## src/rtl/core/mexp_pkg.sv

```systemverilog
// shared constants and types for the modular exponentiation block
package mexp_pkg;

  localparam int DATA_WIDTH = 32;
  localparam int CNT_W      = $clog2(DATA_WIDTH + 1);
  localparam int NUM_REGS   = 2;
  localparam int IDX_W      = 2;

  typedef logic [DATA_WIDTH-1:0] word_t;
  typedef logic [DATA_WIDTH:0]   wide_t;
  typedef logic [CNT_W-1:0]      cnt_t;
  typedef logic [IDX_W-1:0]      reg_idx_t;

  localparam reg_idx_t REG_PRIVATE_EXPONENT = IDX_W'(0);
  localparam reg_idx_t REG_KEY_MODULUS      = IDX_W'(1);

  typedef struct packed {
    logic  start;
    word_t a;
    word_t b;
    word_t n;
  } mm_req_t;

  typedef struct packed {
    logic  busy;
    logic  done;
    word_t result;
  } mm_rsp_t;

endpackage

```

## src/rtl/core/mexp_stream_if.sv

```systemverilog
// valid/ready stream interfaces for ciphertext and plaintext words
interface mexp_cipher_if;
  import mexp_pkg::*;
  logic  valid;
  logic  ready;
  word_t cipher_word;
  modport source (output valid, output cipher_word, input ready);
  modport sink (input valid, input cipher_word, output ready);
endinterface

interface mexp_plain_if;
  import mexp_pkg::*;
  logic  valid;
  logic  ready;
  word_t plain_word;
  modport source (output valid, output plain_word, input ready);
  modport sink (input valid, input plain_word, output ready);
endinterface

```

## src/rtl/core/mexp_modmul.sv

```systemverilog
// iterative shift-and-add modular multiplier, one adder reused for a double and an add step per bit
module mexp_modmul (
  input  logic              clk,
  input  logic              rst,
  input  mexp_pkg::mm_req_t req,
  output mexp_pkg::mm_rsp_t rsp
);
  import mexp_pkg::*;

  typedef enum logic [1:0] {MM_IDLE, MM_DBL, MM_ADD} mm_state_t;

  mm_state_t state;
  word_t     a;
  word_t     bsh;
  word_t     n;
  word_t     r;
  cnt_t      cnt;
  logic      done;

  word_t operand;
  wide_t sum;
  word_t red;

  always_comb begin
    if (state == MM_DBL) begin
      operand = r;
    end else if (bsh[DATA_WIDTH-1]) begin
      operand = a;
    end else begin
      operand = '0;
    end
    sum = {1'b0, r} + {1'b0, operand};
    if (sum >= {1'b0, n}) begin
      red = DATA_WIDTH'(sum - {1'b0, n});
    end else begin
      red = sum[DATA_WIDTH-1:0];
    end
  end

  always_ff @(posedge clk) begin
    if (rst) begin
      state <= MM_IDLE;
      done  <= 1'b0;
    end else begin
      case (state)
        MM_IDLE: begin
          done <= 1'b0;
          if (req.start) begin
            a     <= req.a;
            bsh   <= req.b;
            n     <= req.n;
            r     <= '0;
            cnt   <= CNT_W'(DATA_WIDTH);
            state <= MM_DBL;
          end
        end
        MM_DBL: begin
          done  <= 1'b0;
          r     <= red;
          state <= MM_ADD;
        end
        MM_ADD: begin
          r   <= red;
          bsh <= {bsh[DATA_WIDTH-2:0], 1'b0};
          cnt <= cnt - CNT_W'(1);
          if (cnt == CNT_W'(1)) begin
            done  <= 1'b1;
            state <= MM_IDLE;
          end else begin
            done  <= 1'b0;
            state <= MM_DBL;
          end
        end
        default: begin
          done  <= 1'b0;
          state <= MM_IDLE;
        end
      endcase
    end
  end

  assign rsp.busy   = (state != MM_IDLE);
  assign rsp.done   = done;
  assign rsp.result = r;

endmodule

```

## src/rtl/core/modular_exponentiation_unit.sv

```systemverilog
// top level: modular exponentiation by left-to-right square-and-multiply
//
// cipher (sink) takes one ciphertext word per transaction; plain (source)
// returns cipher_word ** private_exponent mod key_modulus for each one.
// the two key registers are written through cfg_we / cfg_index / cfg_data:
// index 0 is the exponent, index 1 the modulus; other indexes are ignored.
// both reset to 1. write them only while no transaction is in flight.
// one modular multiplier is shared by every step; each multiply runs a
// double and an add step per multiplier bit. an item costs one multiply
// to reduce the ciphertext, DATA_WIDTH squares and one multiply per set
// exponent bit: (DATA_WIDTH + popcount(d) + 1) multiplies. an exponent of
// zero answers 1 and a modulus of zero answers 0, without the multiplier.
// cipher.ready is high only while the block is idle; the result sits in
// an output register until plain.ready takes it, and a finished result
// waits in S_FIN while the previous one is still held. reset drops
// plain.valid and aborts any item in progress.
module modular_exponentiation_unit (
  input  logic               clk,
  input  logic               rst,
  mexp_cipher_if.sink        cipher,
  mexp_plain_if.source       plain,
  input  logic               cfg_we,
  input  mexp_pkg::reg_idx_t cfg_index,
  input  mexp_pkg::word_t    cfg_data
);
  import mexp_pkg::*;

  typedef enum logic [2:0] {
    S_IDLE, S_REDUCE, S_SQUARE, S_MULT, S_FIN
  } state_t;

  state_t  state;
  word_t   private_exponent;
  word_t   key_modulus;
  word_t   dsh;
  word_t   base;
  word_t   acc;
  word_t   n;
  cnt_t    bitcnt;
  word_t   out_word;
  logic    out_valid;
  mm_req_t mm_req;
  mm_rsp_t mm_rsp;

  always_ff @(posedge clk) begin
    if (rst) begin
      private_exponent <= word_t'(1);
      key_modulus      <= word_t'(1);
    end else if (cfg_we) begin
      if (cfg_index == REG_PRIVATE_EXPONENT) begin
        private_exponent <= cfg_data;
      end else if (cfg_index == REG_KEY_MODULUS) begin
        key_modulus <= cfg_data;
      end
    end
  end

  mexp_modmul u_modmul (
    .clk (clk),
    .rst (rst),
    .req (mm_req),
    .rsp (mm_rsp)
  );

  assign cipher.ready   = (state == S_IDLE);
  assign plain.valid    = out_valid;
  assign plain.plain_word = out_word;

  always_ff @(posedge clk) begin
    if (rst) begin
      state        <= S_IDLE;
      out_valid    <= 1'b0;
      mm_req.start <= 1'b0;
    end else begin
      if (out_valid && plain.ready && state != S_FIN) begin
        out_valid <= 1'b0;
      end
      case (state)
        S_IDLE: begin
          if (cipher.valid) begin
            dsh    <= private_exponent;
            n      <= key_modulus;
            bitcnt <= CNT_W'(DATA_WIDTH);
            if (private_exponent == '0) begin
              acc          <= word_t'(1);
              mm_req.start <= 1'b0;
              state        <= S_FIN;
            end else if (key_modulus == '0) begin
              acc          <= '0;
              mm_req.start <= 1'b0;
              state        <= S_FIN;
            end else begin
              acc          <= (key_modulus == word_t'(1)) ? '0 : word_t'(1);
              mm_req.start <= 1'b1;
              mm_req.a     <= (key_modulus == word_t'(1)) ? '0 : word_t'(1);
              mm_req.b     <= cipher.cipher_word;
              mm_req.n     <= key_modulus;
              state        <= S_REDUCE;
            end
          end else begin
            mm_req.start <= 1'b0;
          end
        end
        S_REDUCE: begin
          if (mm_rsp.done) begin
            base         <= mm_rsp.result;
            mm_req.start <= 1'b1;
            mm_req.a     <= acc;
            mm_req.b     <= acc;
            state        <= S_SQUARE;
          end else begin
            mm_req.start <= 1'b0;
          end
        end
        S_SQUARE, S_MULT: begin
          if (mm_rsp.done) begin
            acc <= mm_rsp.result;
            if (state == S_SQUARE && dsh[DATA_WIDTH-1]) begin
              mm_req.start <= 1'b1;
              mm_req.a     <= mm_rsp.result;
              mm_req.b     <= base;
              state        <= S_MULT;
            end else begin
              dsh    <= {dsh[DATA_WIDTH-2:0], 1'b0};
              bitcnt <= bitcnt - CNT_W'(1);
              if (bitcnt == CNT_W'(1)) begin
                mm_req.start <= 1'b0;
                state        <= S_FIN;
              end else begin
                mm_req.start <= 1'b1;
                mm_req.a     <= mm_rsp.result;
                mm_req.b     <= mm_rsp.result;
                state        <= S_SQUARE;
              end
            end
          end else begin
            mm_req.start <= 1'b0;
          end
        end
        S_FIN: begin
          mm_req.start <= 1'b0;
          if (!out_valid || plain.ready) begin
            out_word  <= acc;
            out_valid <= 1'b1;
            state     <= S_IDLE;
          end
        end
        default: begin
          mm_req.start <= 1'b0;
          state        <= S_IDLE;
        end
      endcase
    end
  end

  a_start_when_free: assert property (@(posedge clk) disable iff (rst)
    mm_req.start |-> !mm_rsp.busy)
    else $error("multiplier started while busy");

  a_done_in_wait: assert property (@(posedge clk) disable iff (rst)
    mm_rsp.done |-> (state == S_REDUCE || state == S_SQUARE || state == S_MULT))
    else $error("multiplier finished outside a wait state");

  a_result_reduced: assert property (@(posedge clk) disable iff (rst)
    mm_rsp.done |-> (mm_rsp.result < n))
    else $error("multiplier result not below modulus");

  a_no_overwrite: assert property (@(posedge clk) disable iff (rst)
    (out_valid && !plain.ready) |=> out_valid)
    else $error("pending result dropped");

endmodule
```

## src/flat_wrapper.sv

```systemverilog
// flat-port wrapper written by rule: the top's interface ports become plain ports
module modular_exponentiation_unit_flat import mexp_pkg::*;
  (clk, rst, cfg_we, cfg_index, cfg_data, cipher_valid, cipher_cipher_word, cipher_ready, plain_valid, plain_plain_word, plain_ready);
  mexp_cipher_if cipher_i ();
  mexp_plain_if plain_i ();
  input  logic clk;
  input  logic rst;
  input  logic cfg_we;
  input  mexp_pkg::reg_idx_t cfg_index;
  input  mexp_pkg::word_t cfg_data;
  input wire logic [$bits(cipher_i.valid)-1:0] cipher_valid;
  input wire logic [$bits(cipher_i.cipher_word)-1:0] cipher_cipher_word;
  output wire logic [$bits(cipher_i.ready)-1:0] cipher_ready;
  output wire logic [$bits(plain_i.valid)-1:0] plain_valid;
  output wire logic [$bits(plain_i.plain_word)-1:0] plain_plain_word;
  input wire logic [$bits(plain_i.ready)-1:0] plain_ready;
  assign cipher_i.valid = cipher_valid;
  assign cipher_i.cipher_word = cipher_cipher_word;
  assign cipher_ready = cipher_i.ready;
  assign plain_valid = plain_i.valid;
  assign plain_plain_word = plain_i.plain_word;
  assign plain_i.ready = plain_ready;
  modular_exponentiation_unit u_core (.clk(clk), .rst(rst), .cipher(cipher_i), .plain(plain_i), .cfg_we(cfg_we), .cfg_index(cfg_index), .cfg_data(cfg_data));
endmodule
```

## config.mk

```make
export PLATFORM = sky130hd
export DESIGN_NAME = modular_exponentiation_unit_flat
export DESIGN_NICKNAME = d
export VERILOG_FILES = /design/src/rtl/core/mexp_pkg.sv /design/src/rtl/core/mexp_stream_if.sv /design/src/rtl/core/mexp_modmul.sv /design/src/rtl/core/modular_exponentiation_unit.sv /design/src/flat_wrapper.sv
export SDC_FILE = /design/constraint.sdc
export NUM_CORES = 1
export LEC_CHECK = 0
export BUFFER_PORTS_ARGS = -buffer_cell sky130_fd_sc_hd__buf_2
export CAP_MARGIN = 10
export CORE_AREA = 2 2 233 258
export CTS_CLUSTER_DIAMETER = 100
export DETAILED_ROUTE_END_ITERATION = 10
export DIE_AREA = 0 0 235 260
export PLACE_DENSITY = 0.48
export SLEW_MARGIN = 20
export SYNTH_ARGS = -nofsm -noshare
export SYNTH_HDL_FRONTEND = slang
export SYNTH_SLANG_ARGS = --single-unit
```

## constraint.sdc

```tcl
create_clock -name clk -period 17 [get_ports clk]
set_input_delay 2.55 -clock clk [delete_from_list [all_inputs] [get_ports clk]]
set_output_delay 2.55 -clock clk [all_outputs]
set_load 0.01 [all_outputs]
```

---- Yosys cells after proc, flatten, opt, wreduce, memory -nomap -nowiden ----
Cells that the tools add are included.
storage, ports and cells
  word-level logic and storage cells ...... 133
  flip-flop bits (word level) ............. 436
  output and inout port bits .............. 34
operators by class
  order comparisons ....................... 1
  add/subtract/negate cells ............... 4
  muxes and demuxes ....................... 54
  bitwise gates (word level) .............. 5
  equality and inequality tests ........... 20
  reduce and logical (&&, ||, !) cells .... 29
operator list
  operator             count
  $mux 32              12
  $mux 96              3
  $pmux 32 s2          4
  $mux 64              3
  $pmux 64 s3          1
  $mux 65              1
  $logic_not 32->1     2
  $add 32x32->33       1
  $ge 33x32->1         1
  $eq 32x1->1 const B  1
  $sub 32x32->32       1
  $mux 3               8
  $mux 6               4
  $pmux 6 s2           2
  $reduce_and 3->1     6
  $eq 6x1->1 const B   2
  $mux 1               12
  $ne 2x2->1 const B   6
  $pmux 3 s4           1
  $sub 6x1->6 const B  2
  $reduce_and 5->1     2
  $reduce_and 4->1     2
  $reduce_and 8->1     1
  $eq 3x2->1 const B   2
  other kinds (20)     33

---- Depth between registers and ports, before layout ----
  depth after elaboration ................. 6
  mapped depth ............................ 30
  gate-level depth less buffers ........... 26

---- Cells and area by module ----
From an unflattened synthesis, not the netlist that was laid out.
second synthesis, totals
  cell total of the unflattened synthesis .. 1699
  area, all modules ....................... 20470.9 sq um
by module, submodules not included
  module                       seq. area each (sq um)  area an instance (sq um)  cells each  times used
  modular_exponentiation_unit  8287.9                  11473.5                   851         1
  mexp_modmul                  4083.9                  8997.4                    848         1

---- Worst setup path before layout ----
OpenSTA, ideal clock, no wires.
  kind .................................... input to register
  start ................................... in rst
  end ..................................... reg u_core.mm_req[32] (netlist bit), enable pin
  arrival time ............................ 9.087 ns
  path slack .............................. 7.269 ns
  setup time .............................. 0.644 ns
  data required time ...................... 16.356 ns
  cell stages on the path ................. 3
  path buffers ............................ 2
  path through ............................ clkbuf_1 > clkbuf_1 > nor4_1
on the way
  word-level cells in the longest chain between the ends .. 2
ends and longest elaborated chain
  what                               RTL line                           text
  from (decl)                        flat_wrapper.sv:7                  input logic rst;
  $not 1->1 (no source line)         n/a
  $reduce_and 8->1 (no source line)  n/a
  to (decl)                          modular_exponentiation_unit.sv:42  mm_req_t mm_req;
Every way passes these cells.
A chain may end at the register's enable or synchronous reset.

---- Worst setup path after layout ----
  start ................................... reg u_core.u_modmul.state[1]
  end ..................................... reg u_core.u_modmul.r[30], data pin
on the way
  word-level cells in the longest chain between the ends .. 6
ends and longest elaborated chain
  what                                                   RTL line                              text
  from (decl)                                            mexp_modmul.sv:12                     mm_state_t state;
  from (signal assigned)                                 mexp_modmul.sv:42                     state <= MM_IDLE;
  from (signal assigned)                                 mexp_modmul.sv:54                     state <= MM_DBL;
  from (signal assigned)                                 mexp_modmul.sv:60                     state <= MM_ADD;
  $eq 2x1->1                                             mexp_modmul.sv:25, mexp_modmul.sv:45
  $mux 32                                                mexp_modmul.sv:25                     if (state == MM_DBL) begin
  $add 32x32->33                                         mexp_modmul.sv:32                     sum = {1'b0, r} + {1'b0, operand};
  $sub 32x32->32 / $ge 33x32->1 (equally long branches)  mexp_modmul.sv:34, mexp_modmul.sv:33
  $mux 32                                                mexp_modmul.sv:33                     if (sum >= {1'b0, n}) begin
  $pmux 32 s2 (*)                                        mexp_modmul.sv:45                     case (state)
  to (signal assigned)                                   mexp_modmul.sv:59                     r <= red;
  to (signal assigned)                                   mexp_modmul.sv:63                     r <= red;
  to (decl)                                              mexp_modmul.sv:16                     word_t r;
Mark *: on every way between the ends. The rest lies on a longest branch, timed or not.

==> flow_summary.json <==
{
  "dp_hpwl_um": 33500,
  "grt_max_degree": 81,
  "cts_tree": "yes",
  "io_buffers": 104,
  "worstPathRequired_ns": 17.33,
  "cts_buffers": 46,
  "max_freq_ghz": 0.140,
  "cts_setup_buffers": 0,
  "ys_seq_elements": 436,
  "synth_edf_count": 364,
  "yosysUniqueCellTypes": 66,
  "dp_cells": 2552,
  "slew_headroom_pct": 31.2,
  "tightest_slew_ns": 1.03,
  "antenna_cells": 0,
  "antenna_found_initial": 0,
  "ir_drop_mv": 0.0683,
  "critPathMaxFanout": 40,
  "syn_area_um2": 20300,
  "grtUsageTotal_pct": 16.0,
  "synth_fp_nets": 1897,
  "core_area_um2": 58300,
  "holdPathStages": 0,
  "path_clk_slew_ns": 0.07,
  "yosysMostFrequentCell": "edfxtp_1",
  "fin_hold_ws_ns": 0.412,
  "slowest_delay_ns": 0.84,
  "io_pins": 105,
  "vias": 13273,
  "final_net_count": 1985,
  "place_area_um2": 21700,
  "status": "completed",
  "cts_buffer_depth": 3,
  "fin_area_um2": 23200,
  "pre_cts_ws_ns": 9.80,
  "maxCapViolCount": 0,
  "critPathSlowestCell": "o31a_2",
  "core.rowCount": 93,
  "synth_top_area_cell": "edfxtp_1",
  "fin_crit_ns": 7.16,
  "slew_viol_final": 0,
  "postSynthAreaPerCell_um2": 11.6,
  "r2r_cells": 26,
  "gp_congestion": 0.836,
  "setup_viol": 0,
  "clock_latency_ns": 0.60,
  "stdcell_count": 2638,
  "die-area_um2": 61100,
  "route.detailed.drc": 0,
  "start_util_pct": 34.8,
  "ys.flop_type": "edfxtp_1",
  "cts_sinks": 436,
  "syn_to_final_growth_pct": 14.4,
  "final-hold-violation-count": 0,
  "grt_first_pass_wirelength_um": 77900,
  "drt-total-wl_um": 48500,
  "critPathCaptureType": "flip-flop",
  "dr.pass1.iters": 5,
  "post-route-period-util_pct": 42.1,
  "rsz0062_at_grt": "no",
  "synth_area_leaders": "edfxtp_1, dfxtp_1, nand2_1",
  "path_class": "reg2reg",
  "overflow": 0,
  "power_density_nw_per_um2": 123,
  "ctsResizeCount": 0,
  "ys_async_sr_fraction_pct": 0,
  "wl_per_cell_um": 18.4,
  "viasPerCell": 5.03,
  "finalSetupTns_ns": 0,
  "drt_iter0_markers": 581,
  "h-tree-depth": 2,
  "grt_pass1_vias": 13568,
  "root_buffer": "clkbuf_16",
  "synth_top_area_share_pct": 53.9,
  "post_synth_most_frequent_cells": "edfxtp_1, nand2_1, a21oi_1, nor2_1, clkbuf_1",
  "die_y_um": 260,
  "cts_hold_buf": 0,
  "ant_nets": 0,
  "yosysSeqAreaShare_pct": 61.1,
  "synthCells": 1752,
  "drive_above_1_share_pct": 13.6,
  "hold_class": "reg2reg",
  "p_leak_uw": 0.00886,
  "fin_worst_skew_ns": 0.0418,
  "ys_warn_count": 0,
  "worstPathArrival_ns": 7.49,
  "start_kind": "flip-flop",
  "layout_setup_ws_ns": 9.84,
  "fp.dieW_um": 235
}
==> where the power goes <==
part | switching [µW] | internal [µW] | total [µW]
sequential | 30.2 | 1220 | 1250
combinational | 365 | 233 | 598
clock | 422 | 584 | 1010
==> layout by cell type, fill, tap and decap left out, drive strengths merged, types with 5 or more instances in the layout <==
| cell type | instances |
|---|---|
| a21oi | 168 |
| a221o | 32 |
| nor2b | 20 |
| nand3b | 5 |
| and4 | 6 |
| clkbuf | 57 |
| and3 | 5 |
| a31oi | 5 |
| or3 | 5 |
| nor4 | 20 |
| o211ai | 9 |
| o21ai | 37 |
| clkinv | 23 |
| nand4 | 10 |
| o21a | 7 |
| mux2i | 24 |
| edfxtp | 364 |
| mux2 | 31 |
| a2111oi | 6 |
| nor2 | 79 |
| a22o | 34 |
| xor2 | 24 |
| a21boi | 6 |
| dfxtp | 72 |
| buf | 125 |
| and2 | 40 |
| a211oi | 12 |
| nor3 | 22 |
| inv | 63 |
| ha | 72 |
| xnor2 | 36 |
| nand2 | 333 |
| nand3 | 11 |
| nand2b | 11 |
| a21o | 48 |
==> sequential cells by signal (all words and copies together), names as in the netlist <==
register / count
u_core.plain.valid: 1
u_core.acc: 32
u_core.key_modulus: 32
u_core.u_modmul.r: 32
u_core.u_modmul.state: 2
u_core.bitcnt: 6
u_core.plain.plain_word: 32
u_core.base: 32
u_core.u_modmul.n: 32
u_core.u_modmul.a: 32
u_core.u_modmul.bsh: 32
u_core.dsh: 32
u_core.private_exponent: 32
u_core.u_modmul.done: 1
u_core.u_modmul.cnt: 6
u_core.state: 3
u_core.mm_req: 97
==> final cells by class <==
type                    instances  area [µm²]
clock buffers                  57        1240
clock inverters                29         270
fillers                      5637       35100
inverters                      63         236
multi-input cells            1168        7420
flip-flops and latches        436       12400
well taps                     760         951
repair buffers                125         686
==> layer usage <==
| layer | wire length [µm] | GRT usage [%] |
|---|---|---|
| met2 | 22300 | 26.0 |
| met1 | 23400 | 22.2 |
| met5 | 0 | 0 |
| met4 | 1120 | 4.52 |
| met3 | 1740 | 2.59 |
==> path summary, 6_finish.rpt <==
path | startpoint | to | slack, ns
setup / recovery | u_core.u_modmul.state[1]$_SDFFE_PP0P_ | u_core.u_modmul.r[30]$_SDFFCE_PN0P_ | 9.84
hold / removal | u_core.mm_req[7]$_DFFE_PP_ | u_core.u_modmul.n[7]$_DFFE_PP_ | 0.41
setup reg to reg | u_core.u_modmul.state[1]$_SDFFE_PP0P_ | u_core.u_modmul.r[30]$_SDFFCE_PN0P_ | 9.84
hold reg to reg | u_core.mm_req[7]$_DFFE_PP_ | u_core.u_modmul.n[7]$_DFFE_PP_ | 0.41
==> critical path, delay by kind of cell (launching register included) <==
kind            cells  cell delay, ns
compound gates     13            3.67
fa+ha+maj           4            1.12
buf+inv             4            0.71
simple gates        4            0.64
flops               1            0.38
xor+xnor            1            0.36
==> logic make-up after synthesis <==
logic type / Yosys count / share of synthesized area [%]
buffers and inverters: 148 / 2.83
DFF: 436 / 61.1
adders and majority gates: 74 / 4.64
muxes: 55 / 2.91
AOI/OAI and AO/OA: 403 / 13.3
xor gates and xnor gates: 60 / 2.59
and+or+nand+nor: 576 / 12.7
==> stage by stage <==
stage	utilization (%)	power, µW
2_1_floorplan	-	1710
3_3_place_gp	37.1	1870
3_5_place_dp	37.2	1870
4_1_cts	39.8	2890
5_1_grt	39.8	3010
6_report	39.8	2860
Note: power is estimated with default switching activity, not from simulation.
